**config.mk**
```make
export PLATFORM = sky130hd
export DESIGN_NAME = pareto_front_archive_core
export DESIGN_NICKNAME = d
export VERILOG_FILES = /design/src/hdl/pfa_pkg.sv /design/src/hdl/pfa_front.sv /design/src/hdl/pfa_back.sv /design/src/hdl/pareto_front_archive_core.sv
export SDC_FILE = /design/constraint.sdc
export NUM_CORES = 2
export LEC_CHECK = 0
export BUFFER_PORTS_ARGS = -buffer_cell sky130_fd_sc_hd__buf_2
export CAP_MARGIN = 15
export CORE_MARGIN = 2
export CORE_UTILIZATION = 55
export CTS_CLUSTER_DIAMETER = 50
export DETAILED_ROUTE_END_ITERATION = 10
export HOLD_SLACK_MARGIN = 0.1
export PLACE_DENSITY = 0.84
export SYNTH_ARGS = -nofsm -noshare
export SYNTH_HDL_FRONTEND = slang
export SYNTH_SLANG_ARGS = --single-unit
```
**constraint.sdc**
```tcl
create_clock -name clk_i -period 10.9 [get_ports clk_i]
set_clock_uncertainty 0.15 [all_clocks]
set_input_delay 1.09 -clock clk_i [delete_from_list [all_inputs] [get_ports clk_i]]
set_output_delay 1.09 -clock clk_i [all_outputs]
set_load 0.05 [all_outputs]
```
**src/hdl/pfa_pkg.sv**
```systemverilog
// ----------------------------------------------------------------------------
// Pareto front archive package
// Shared constants and types; the dominance test is in pfa_back.
// ----------------------------------------------------------------------------
package pfa_pkg;

  localparam int unsigned Capacity = 32;
  localparam int unsigned ObjWidth = 32;
  localparam int unsigned FieldWidth = 32;
  localparam int unsigned TagWidth = 16;
  localparam int unsigned CountWidth = 6;
  localparam int unsigned QueueDepth = 2;

  localparam logic [0:0] RegMaximizeA = 1'b0;
  localparam logic [0:0] RegMaximizeB = 1'b1;

  localparam logic KindStatus = 1'b0;
  localparam logic KindEntry = 1'b1;

  typedef struct packed {
    logic [FieldWidth-1:0] obj_a;
    logic [FieldWidth-1:0] obj_b;
    logic [TagWidth-1:0] tag;
    logic last_item;
  } cand_t;

endpackage

```
**src/hdl/pfa_front.sv**
```systemverilog
// ----------------------------------------------------------------------------
// Pareto front archive: front end
// Accepts candidates, masks objectives and feeds a short queue.
// ----------------------------------------------------------------------------
module pfa_front #(
  parameter int unsigned ObjWidth = pfa_pkg::ObjWidth
) (
  input  logic clk_i,
  input  logic rst_ni,
  input  logic in_valid_i,
  output logic in_stall_o,
  input  logic [pfa_pkg::FieldWidth-1:0] obj_a_i,
  input  logic [pfa_pkg::FieldWidth-1:0] obj_b_i,
  input  logic [pfa_pkg::TagWidth-1:0] tag_i,
  input  logic last_item_i,
  output logic q_valid_o,
  input  logic q_pop_i,
  output pfa_pkg::cand_t q_data_o
);
  localparam int unsigned D = pfa_pkg::QueueDepth;
  localparam logic [pfa_pkg::FieldWidth-1:0] Mask =
    pfa_pkg::FieldWidth'((65'(1) << ObjWidth) - 65'(1));

  pfa_pkg::cand_t mem_q [D];
  logic [0:0] wr_q, wr_d, rd_q, rd_d;
  logic [1:0] cnt_q, cnt_d;
  logic push;

  assign in_stall_o = (cnt_q == 2'(D));
  assign push = in_valid_i && !in_stall_o;
  assign q_valid_o = (cnt_q != 2'd0);
  assign q_data_o = mem_q[rd_q];

  always_comb begin
    wr_d = push ? wr_q + 1'b1 : wr_q;
    rd_d = q_pop_i ? rd_q + 1'b1 : rd_q;
    cnt_d = cnt_q + 2'(push) - 2'(q_pop_i);
  end

  always_ff @(posedge clk_i or negedge rst_ni) begin
    if (!rst_ni) begin
      wr_q <= '0;
      rd_q <= '0;
      cnt_q <= '0;
    end else begin
      wr_q <= wr_d;
      rd_q <= rd_d;
      cnt_q <= cnt_d;
    end
  end

  always_ff @(posedge clk_i) begin
    if (push) begin
      mem_q[wr_q] <= '{obj_a: obj_a_i & Mask, obj_b: obj_b_i & Mask,
                       tag: tag_i, last_item: last_item_i};
    end
  end
endmodule

```
**src/hdl/pfa_back.sv**
```systemverilog
// ----------------------------------------------------------------------------
// Pareto front archive: back end
// Scans the archive, compacts survivors, appends and dumps the front.
// ----------------------------------------------------------------------------
module pfa_back #(
  parameter int unsigned Capacity = pfa_pkg::Capacity
) (
  input  logic clk_i,
  input  logic rst_ni,
  input  logic max_a_i,
  input  logic max_b_i,
  input  logic q_valid_i,
  output logic q_pop_o,
  input  pfa_pkg::cand_t q_data_i,
  output logic out_valid_o,
  input  logic out_stall_i,
  output logic kind_o,
  output logic accepted_o,
  output logic overflow_o,
  output logic [pfa_pkg::CountWidth-1:0] front_count_o,
  output logic [pfa_pkg::FieldWidth-1:0] entry_obj_a_o,
  output logic [pfa_pkg::FieldWidth-1:0] entry_obj_b_o,
  output logic [pfa_pkg::TagWidth-1:0] entry_tag_o,
  output logic last_of_run_o
);
  localparam int unsigned AW = $clog2(Capacity);
  localparam int unsigned CW = pfa_pkg::CountWidth;
  localparam int unsigned FW = pfa_pkg::FieldWidth;
  localparam int unsigned TW = pfa_pkg::TagWidth;
  localparam logic [CW-1:0] Cap = CW'(Capacity);

  localparam logic [2:0] StIdle = 3'd0;
  localparam logic [2:0] StScan = 3'd1;  // dominance check, read pipelined
  localparam logic [2:0] StComp = 3'd2;  // compaction
  localparam logic [2:0] StStat = 3'd3;
  localparam logic [2:0] StDump = 3'd4;

  logic [FW-1:0] mem_a [Capacity];
  logic [FW-1:0] mem_b [Capacity];
  logic [TW-1:0] mem_t [Capacity];

  logic [2:0] st_q, st_d;
  logic [CW-1:0] cnt_q, cnt_d, rd_q, rd_d, keep_q, keep_d;
  logic rv_q, rv_d;            // read data valid
  logic [CW-1:0] rix_q, rix_d; // index of read data
  logic [FW-1:0] ra_q, rb_q;
  logic [TW-1:0] rt_q;
  pfa_pkg::cand_t c_q, c_d;
  logic dom_q, dom_d;
  logic acc_q, acc_d, ovf_q, ovf_d;

  logic ov_q, ov_d, okind_q, okind_d, oacc_q, oacc_d, oovf_q, oovf_d, olast_q, olast_d;
  logic [CW-1:0] ocnt_q, ocnt_d;
  logic [FW-1:0] oa_q, oa_d, ob_q, ob_d;
  logic [TW-1:0] ot_q, ot_d;

  logic ren, wen;
  logic [AW-1:0] waddr;
  logic [FW-1:0] wa, wb;
  logic [TW-1:0] wt;
  logic out_free;
  logic s_dom_c, c_dom_s;

  assign out_free = !ov_q || !out_stall_i;
  assign s_dom_c = (max_a_i ? ra_q > c_q.obj_a : ra_q < c_q.obj_a)
                && (max_b_i ? rb_q > c_q.obj_b : rb_q < c_q.obj_b);
  assign c_dom_s = (max_a_i ? c_q.obj_a > ra_q : c_q.obj_a < ra_q)
                && (max_b_i ? c_q.obj_b > rb_q : c_q.obj_b < rb_q);

  always_comb begin
    st_d = st_q; cnt_d = cnt_q; rd_d = rd_q; keep_d = keep_q;
    rv_d = 1'b0; rix_d = rd_q; c_d = c_q; dom_d = dom_q;
    acc_d = acc_q; ovf_d = ovf_q;
    ov_d = ov_q && out_stall_i;
    okind_d = okind_q; oacc_d = oacc_q; oovf_d = oovf_q; olast_d = olast_q;
    ocnt_d = ocnt_q; oa_d = oa_q; ob_d = ob_q; ot_d = ot_q;
    q_pop_o = 1'b0; ren = 1'b0; wen = 1'b0;
    waddr = keep_q[AW-1:0]; wa = ra_q; wb = rb_q; wt = rt_q;
    case (st_q)
      StIdle: begin
        if (q_valid_i) begin
          q_pop_o = 1'b1;
          c_d = q_data_i;
          dom_d = 1'b0;
          rd_d = '0;
          keep_d = '0;
          st_d = StScan;
        end
      end
      StScan: begin
        if (rv_q && s_dom_c) dom_d = 1'b1;
        if (rd_q < cnt_q && !(dom_q || (rv_q && s_dom_c))) begin
          ren = 1'b1;
          rv_d = 1'b1;
          rd_d = rd_q + 1'b1;
        end else if (!rv_q || !(rd_q < cnt_q) || s_dom_c) begin
          if (dom_q || (rv_q && s_dom_c)) begin
            acc_d = 1'b0; ovf_d = 1'b0;
            st_d = StStat;
          end else begin
            rd_d = '0;
            st_d = StComp;
          end
        end
      end
      StComp: begin
        if (rv_q && !c_dom_s) begin
          wen = 1'b1;
          keep_d = keep_q + 1'b1;
        end
        if (rd_q < cnt_q) begin
          ren = 1'b1;
          rv_d = 1'b1;
          rd_d = rd_q + 1'b1;
        end else if (!rv_q) begin
          if (keep_q < Cap) begin
            wen = 1'b1;
            wa = c_q.obj_a; wb = c_q.obj_b; wt = c_q.tag;
            cnt_d = keep_q + 1'b1;
            acc_d = 1'b1; ovf_d = 1'b0;
          end else begin
            cnt_d = keep_q;
            acc_d = 1'b0; ovf_d = 1'b1;
          end
          st_d = StStat;
        end
      end
      StStat: begin
        if (out_free) begin
          ov_d = 1'b1; okind_d = pfa_pkg::KindStatus;
          oacc_d = acc_q; oovf_d = ovf_q; ocnt_d = cnt_q;
          oa_d = '0; ob_d = '0; ot_d = '0;
          olast_d = !c_q.last_item || cnt_q == '0;
          rd_d = '0;
          if (c_q.last_item && cnt_q != '0) begin
            st_d = StDump;
          end else begin
            if (c_q.last_item) cnt_d = '0;
            st_d = StIdle;
          end
        end
      end
      StDump: begin
        // one entry in flight at most: read, then emit
        if (rv_q) begin
          if (out_free) begin
            ov_d = 1'b1; okind_d = pfa_pkg::KindEntry;
            oacc_d = 1'b0; oovf_d = 1'b0; ocnt_d = cnt_q;
            oa_d = ra_q; ob_d = rb_q; ot_d = rt_q;
            olast_d = (rix_q + 1'b1 == cnt_q);
            if (rix_q + 1'b1 == cnt_q) begin
              cnt_d = '0;
              st_d = StIdle;
            end
          end else begin
            rv_d = 1'b1;
            rix_d = rix_q;
          end
        end else if (rd_q < cnt_q) begin
          ren = 1'b1;
          rv_d = 1'b1;
          rd_d = rd_q + 1'b1;
        end
      end
      default: st_d = StIdle;
    endcase
  end

  always_ff @(posedge clk_i or negedge rst_ni) begin
    if (!rst_ni) begin
      st_q <= StIdle;
      cnt_q <= '0;
      rv_q <= 1'b0;
      ov_q <= 1'b0;
    end else begin
      st_q <= st_d;
      cnt_q <= cnt_d;
      rv_q <= rv_d;
      ov_q <= ov_d;
    end
  end

  always_ff @(posedge clk_i) begin
    rd_q <= rd_d; keep_q <= keep_d; rix_q <= rix_d; c_q <= c_d;
    dom_q <= dom_d; acc_q <= acc_d; ovf_q <= ovf_d;
    okind_q <= okind_d; oacc_q <= oacc_d; oovf_q <= oovf_d; olast_q <= olast_d;
    ocnt_q <= ocnt_d; oa_q <= oa_d; ob_q <= ob_d; ot_q <= ot_d;
  end

  always_ff @(posedge clk_i) begin
    if (ren) begin
      ra_q <= mem_a[rd_q[AW-1:0]];
      rb_q <= mem_b[rd_q[AW-1:0]];
      rt_q <= mem_t[rd_q[AW-1:0]];
    end
    if (wen) begin
      mem_a[waddr] <= wa;
      mem_b[waddr] <= wb;
      mem_t[waddr] <= wt;
    end
  end

  assign out_valid_o = ov_q;
  assign kind_o = okind_q;
  assign accepted_o = oacc_q;
  assign overflow_o = oovf_q;
  assign front_count_o = ocnt_q;
  assign entry_obj_a_o = oa_q;
  assign entry_obj_b_o = ob_q;
  assign entry_tag_o = ot_q;
  assign last_of_run_o = olast_q;
endmodule

```
**src/hdl/pareto_front_archive_core.sv**
```systemverilog
// ----------------------------------------------------------------------------
// Pareto front archive core
// Bi-objective archive of non-dominated solutions with front dump.
// ----------------------------------------------------------------------------
// channel | direction | handshake          | beat
// in      | input     | in_valid_i/stall   | obj_a, obj_b, tag, last_item
// out     | output    | out_valid_o/stall  | status or front entry
// cfg     | input     | cfg_valid_i/ready  | register index and data
// The dominance scan and the compaction pass each read the archive memory once
// per entry. A dominated candidate leaves the scan early. A last candidate
// then dumps the front, reading each entry and emitting it before the next.
// Reset empties the archive and clears both maximize bits.
// A two-beat queue lets the input side run ahead while results are stalled.
module pareto_front_archive_core #(
  parameter int unsigned Capacity = pfa_pkg::Capacity,
  parameter int unsigned ObjWidth = pfa_pkg::ObjWidth
) (
  input  logic clk_i,
  input  logic rst_ni,
  input  logic in_valid_i,
  output logic in_stall_o,
  input  logic [pfa_pkg::FieldWidth-1:0] obj_a_i,
  input  logic [pfa_pkg::FieldWidth-1:0] obj_b_i,
  input  logic [pfa_pkg::TagWidth-1:0] tag_i,
  input  logic last_item_i,
  output logic out_valid_o,
  input  logic out_stall_i,
  output logic kind_o,
  output logic accepted_o,
  output logic overflow_o,
  output logic [pfa_pkg::CountWidth-1:0] front_count_o,
  output logic [pfa_pkg::FieldWidth-1:0] entry_obj_a_o,
  output logic [pfa_pkg::FieldWidth-1:0] entry_obj_b_o,
  output logic [pfa_pkg::TagWidth-1:0] entry_tag_o,
  output logic last_of_run_o,
  input  logic cfg_valid_i,
  output logic cfg_ready_o,
  input  logic [0:0] cfg_index_i,
  input  logic cfg_data_i
);
  logic max_a_q, max_b_q;
  logic q_valid, q_pop;
  pfa_pkg::cand_t q_data;

  assign cfg_ready_o = 1'b1;

  always_ff @(posedge clk_i or negedge rst_ni) begin
    if (!rst_ni) begin
      max_a_q <= 1'b0;
      max_b_q <= 1'b0;
    end else if (cfg_valid_i) begin
      if (cfg_index_i == pfa_pkg::RegMaximizeA) max_a_q <= cfg_data_i;
      if (cfg_index_i == pfa_pkg::RegMaximizeB) max_b_q <= cfg_data_i;
    end
  end

  pfa_front #(.ObjWidth(ObjWidth)) u_front (
    .clk_i, .rst_ni, .in_valid_i, .in_stall_o, .obj_a_i, .obj_b_i, .tag_i,
    .last_item_i, .q_valid_o(q_valid), .q_pop_i(q_pop), .q_data_o(q_data)
  );

  pfa_back #(.Capacity(Capacity)) u_back (
    .clk_i, .rst_ni, .max_a_i(max_a_q), .max_b_i(max_b_q),
    .q_valid_i(q_valid), .q_pop_o(q_pop), .q_data_i(q_data),
    .out_valid_o, .out_stall_i, .kind_o, .accepted_o, .overflow_o,
    .front_count_o, .entry_obj_a_o, .entry_obj_b_o, .entry_tag_o, .last_of_run_o
  );
endmodule

```
==> flow_summary.json <==
{
  "core-area_um2": 209000,
  "post_cts_buffers": 0,
  "ys_seq_elements": 3011,
  "finalSetupViolCount": 0,
  "clk_latency_ps": 970,
  "io-pin-count": 181,
  "fillers": 12808,
  "whs_ps": 157,
  "crit_path_top_delay_cell": "buf_4",
  "fmax_mhz": 152,
  "seqPwrFrac_pct": 43.2,
  "hold_violations": 0,
  "cts.repair.resized": 0,
  "clk_path_buf_depth": 4,
  "ys_seq_area_share_pct": 78.1,
  "path_delay_family": "buffers and inverters",
  "relSlewSlack_pct": 15.0,
  "post-route-util_pct": 62.4,
  "hold_class": "in2reg",
  "setup-tns-final_ps": 0,
  "grt_use_met1_pct": 38.0,
  "async_flop_share_pct": 0.565,
  "finalPower_mw": 37.5,
  "clk_pin_slew_ps": 60,
  "end_kind": "flip-flop",
  "syn_avg_cell_area_um2": 23.3,
  "period_needed_ps": 6600,
  "yosys.area.top_type_share_pct": 77.7,
  "die_width_um": 463,
  "failed_checks": "design-rule violations",
  "cp_common_cell": "buf_4",
  "start_util_pct": 55.2,
  "antenna_found_initial": 17,
  "pwr-share-clk_pct": 28.1,
  "rows": 168,
  "powerDensity_nw_per_um2": 288,
  "combPwrFrac_pct": 28.7,
  "root_buffer": "clkbuf_16",
  "p_sw_share_pct": 31.7,
  "first_pass_iters": 8,
  "path_buf_inv": 5,
  "vias": 60409,
  "path_cells": "buf_4 -> buf_4 -> buf_4 -> buf_4 -> buf_4 -> mux4_2 -> mux4_2 -> mux2_2",
  "drt-total-wl_um": 337000,
  "cts_tree": "yes",
  "p_int_mw": 25.7,
  "drtIter0Drc": 10405,
  "synth_fp_nets": 5125,
  "switchingPower_mw": 11.9,
  "clkSinkCount": 3011,
  "start_kind": "flip-flop",
  "wl_per_cell_um": 40.0,
  "synth-edff-count": 2994,
  "final_nets": 5560,
  "port_buffers": 179,
  "grt_max_degree": 125,
  "vias_per_cell": 7.17,
  "tightestPinTransition_ps": 1280,
  "grt_use_met3_pct": 7.73,
  "dpl.hpwl_um": 161000,
  "syn_to_final_growth_pct": 12.9,
  "drc": 2,
  "synthCells": 4959,
  "die-area_um2": 214000,
  "min_period_over_period_pct": 60.6,
  "yosysWarnings": 0,
  "synth_cell_types": 61,
  "h-tree-depth": 5,
  "grt_usage_pct": 31.3,
  "cp.required_ps": 11430,
  "dpl-instance-area_um2": 121000,
  "multiInputGateArea_um2": 24300,
  "cpPeakStageDelay_ps": 1010,
  "final-max-slew-violation-count": 0,
  "gr-usage-met2_pct": 50.9,
  "ir_worst_vdd_v": 0.000283,
  "run_status": "complete, but fails checks",
  "grt_setup_unrepaired": "no",
  "busiest_layer": "met2",
  "synth_largest_area_cell": "edfxtp_1",
  "die_h_um": 463,
  "final_cell_area_um2": 131000,
  "p_leak_nw": 41.4,
  "cp.arrival_ps": 7130,
  "grt_pass1_vias": 61652,
  "critPathKind": "reg2reg",
  "drv_cap": 0,
  "ant_nets": 0,
  "yosys_most_used_dff": "edfxtp_1",
  "drive_gt1_share_pct": 32.0,
  "synth_area_um2": 116000,
  "grt_first_pass_wirelength_um": 470000,
  "gp_congestion": 0.859,
  "overflow": 0,
  "cp_max_fo": 66,
  "numCtsBuffers": 311,
  "synth_area_leaders": "edfxtp_1 (78%), mux4_2 (16%), mux2_2 (1.6%)",
  "seq_area_um2": 90300
}
worst reg2reg max path: cells and delay by family (launching register included):
kind                   cells  cell delay [ps]
buffers and inverters      5             4490
flip-flops                 1              360
multiplexers               3             1350
cell usage after synthesis, drive strengths merged (3+ instances only):
master     n
buf       93
a221oi     4
a31o       3
xor2       7
clkbuf   144
and3b      4
a21o       5
nand3     21
edfxtp  2994
a21boi     4
nor3      13
o31ai      6
nand3b     4
a211oi     3
nor2b      4
nor2      53
o21ai     74
a21oi     38
mux4     800
nor3b      9
inv       87
and3       4
and2      82
mux2     164
nor4       6
nand2    170
xnor2     14
ha        78
nand4     17
dfrtp     17
o211ai     3
o211a      4
layer usage:
| metal | vias up | part of all wire (%) |
|---|---|---|
| li1 | 21750 | - |
| met1 | 30869 | 31 |
| met2 | 6282 | 49 |
| met3 | 1492 | 13 |
| met4 | 16 | 7.7 |
| met5 | - | 0.033 |
registers in the layout (all words and copies together) (netlist names), 32 cells and up:
signal,count
u_back.c_q,81
u_back.entry_obj_a_o,32
u_back.entry_obj_b_o,32
u_back.mem_a,1024
u_back.mem_b,1024
u_back.mem_t,512
u_back.ra_q,32
u_back.rb_q,32
u_front.mem_q,162
power groups by stage:
stage	Clock (mW)	Combinational, mW	Sequential, mW
2_1_floorplan	0	6.49	16.7
3_3_place_gp	0	9.66	16.3
3_5_place_dp	0	10.1	16.4
4_1_cts	10.6	10.6	16.2
5_1_grt	11.0	11.2	16.2
6_report	10.6	10.8	16.2
area by class of cell:
type	count	area share [%]
inverter	87	0.252
clock buffer	380	6.33
timing repair buffer	359	1.78
sequential	3011	69.2
multi-input combinational	1624	18.6
tap	2805	2.69
clock inverter	156	1.16
antenna	5	0.00958
cell families (layout without fill, tap and decap cells):
group	after synthesis	after routing	synth area share [%]
other	1	6	0.00324
AOI/OAI and AO/OA	162	162	0.882
DFF	3011	3011	78.1
muxes	966	966	17.2
and+or+nand+nor	396	396	1.67
adders and majority gates	78	78	0.844
xor gates and xnor gates	21	21	0.159
buffers and inverters	324	982	1.14
cell usage in the layout (no fill, tap or decap), types with 78 or more instances in the layout:
cell       count
clkbuf_16    320
edfxtp_1    2994
inv_1         86
buf_2        179
mux4_2       800
mux2_2       162
and2_1        82
buf_4        174
nand2_1      169
ha_1          78
what timing repair did:
action,CTS,global route
hold endpoints to repair,17,0
hold buffers,1,0
endpoints found under the setup margin,0,0
path summary, 6_finish.rpt:
check                                               start                             to  slack [ps]  cells past startpoint
max                              u_back.rd_q[1]$_DFFE_PP_       u_back.ra_q[8]$_DFFE_PP_        4300                      8
min                                              tag_i[2]  u_front.mem_q[1][3]$_DFFE_PP_         160                      1
max reg2reg                      u_back.rd_q[1]$_DFFE_PP_       u_back.ra_q[8]$_DFFE_PP_        4300                      8
min reg2reg                u_front.mem_q[1][47]$_DFFE_PP_       u_back.c_q[47]$_DFFE_PP_         390                      1
max in group asynchronous                          rst_ni       u_front.rd_q$_DFFE_PN0P_        9360                      2
min in group asynchronous                          rst_ni       u_front.wr_q$_DFFE_PN0P_         640                      2
per-stage QoR:
step	worst slack, ps	std cells
detailed placement	4620	7884
CTS	4370	8421
global route	4260	8423
global placement	4740	7883
finish	4300	8427
floorplan	478	4959
(Power assumes the default switching activity.)
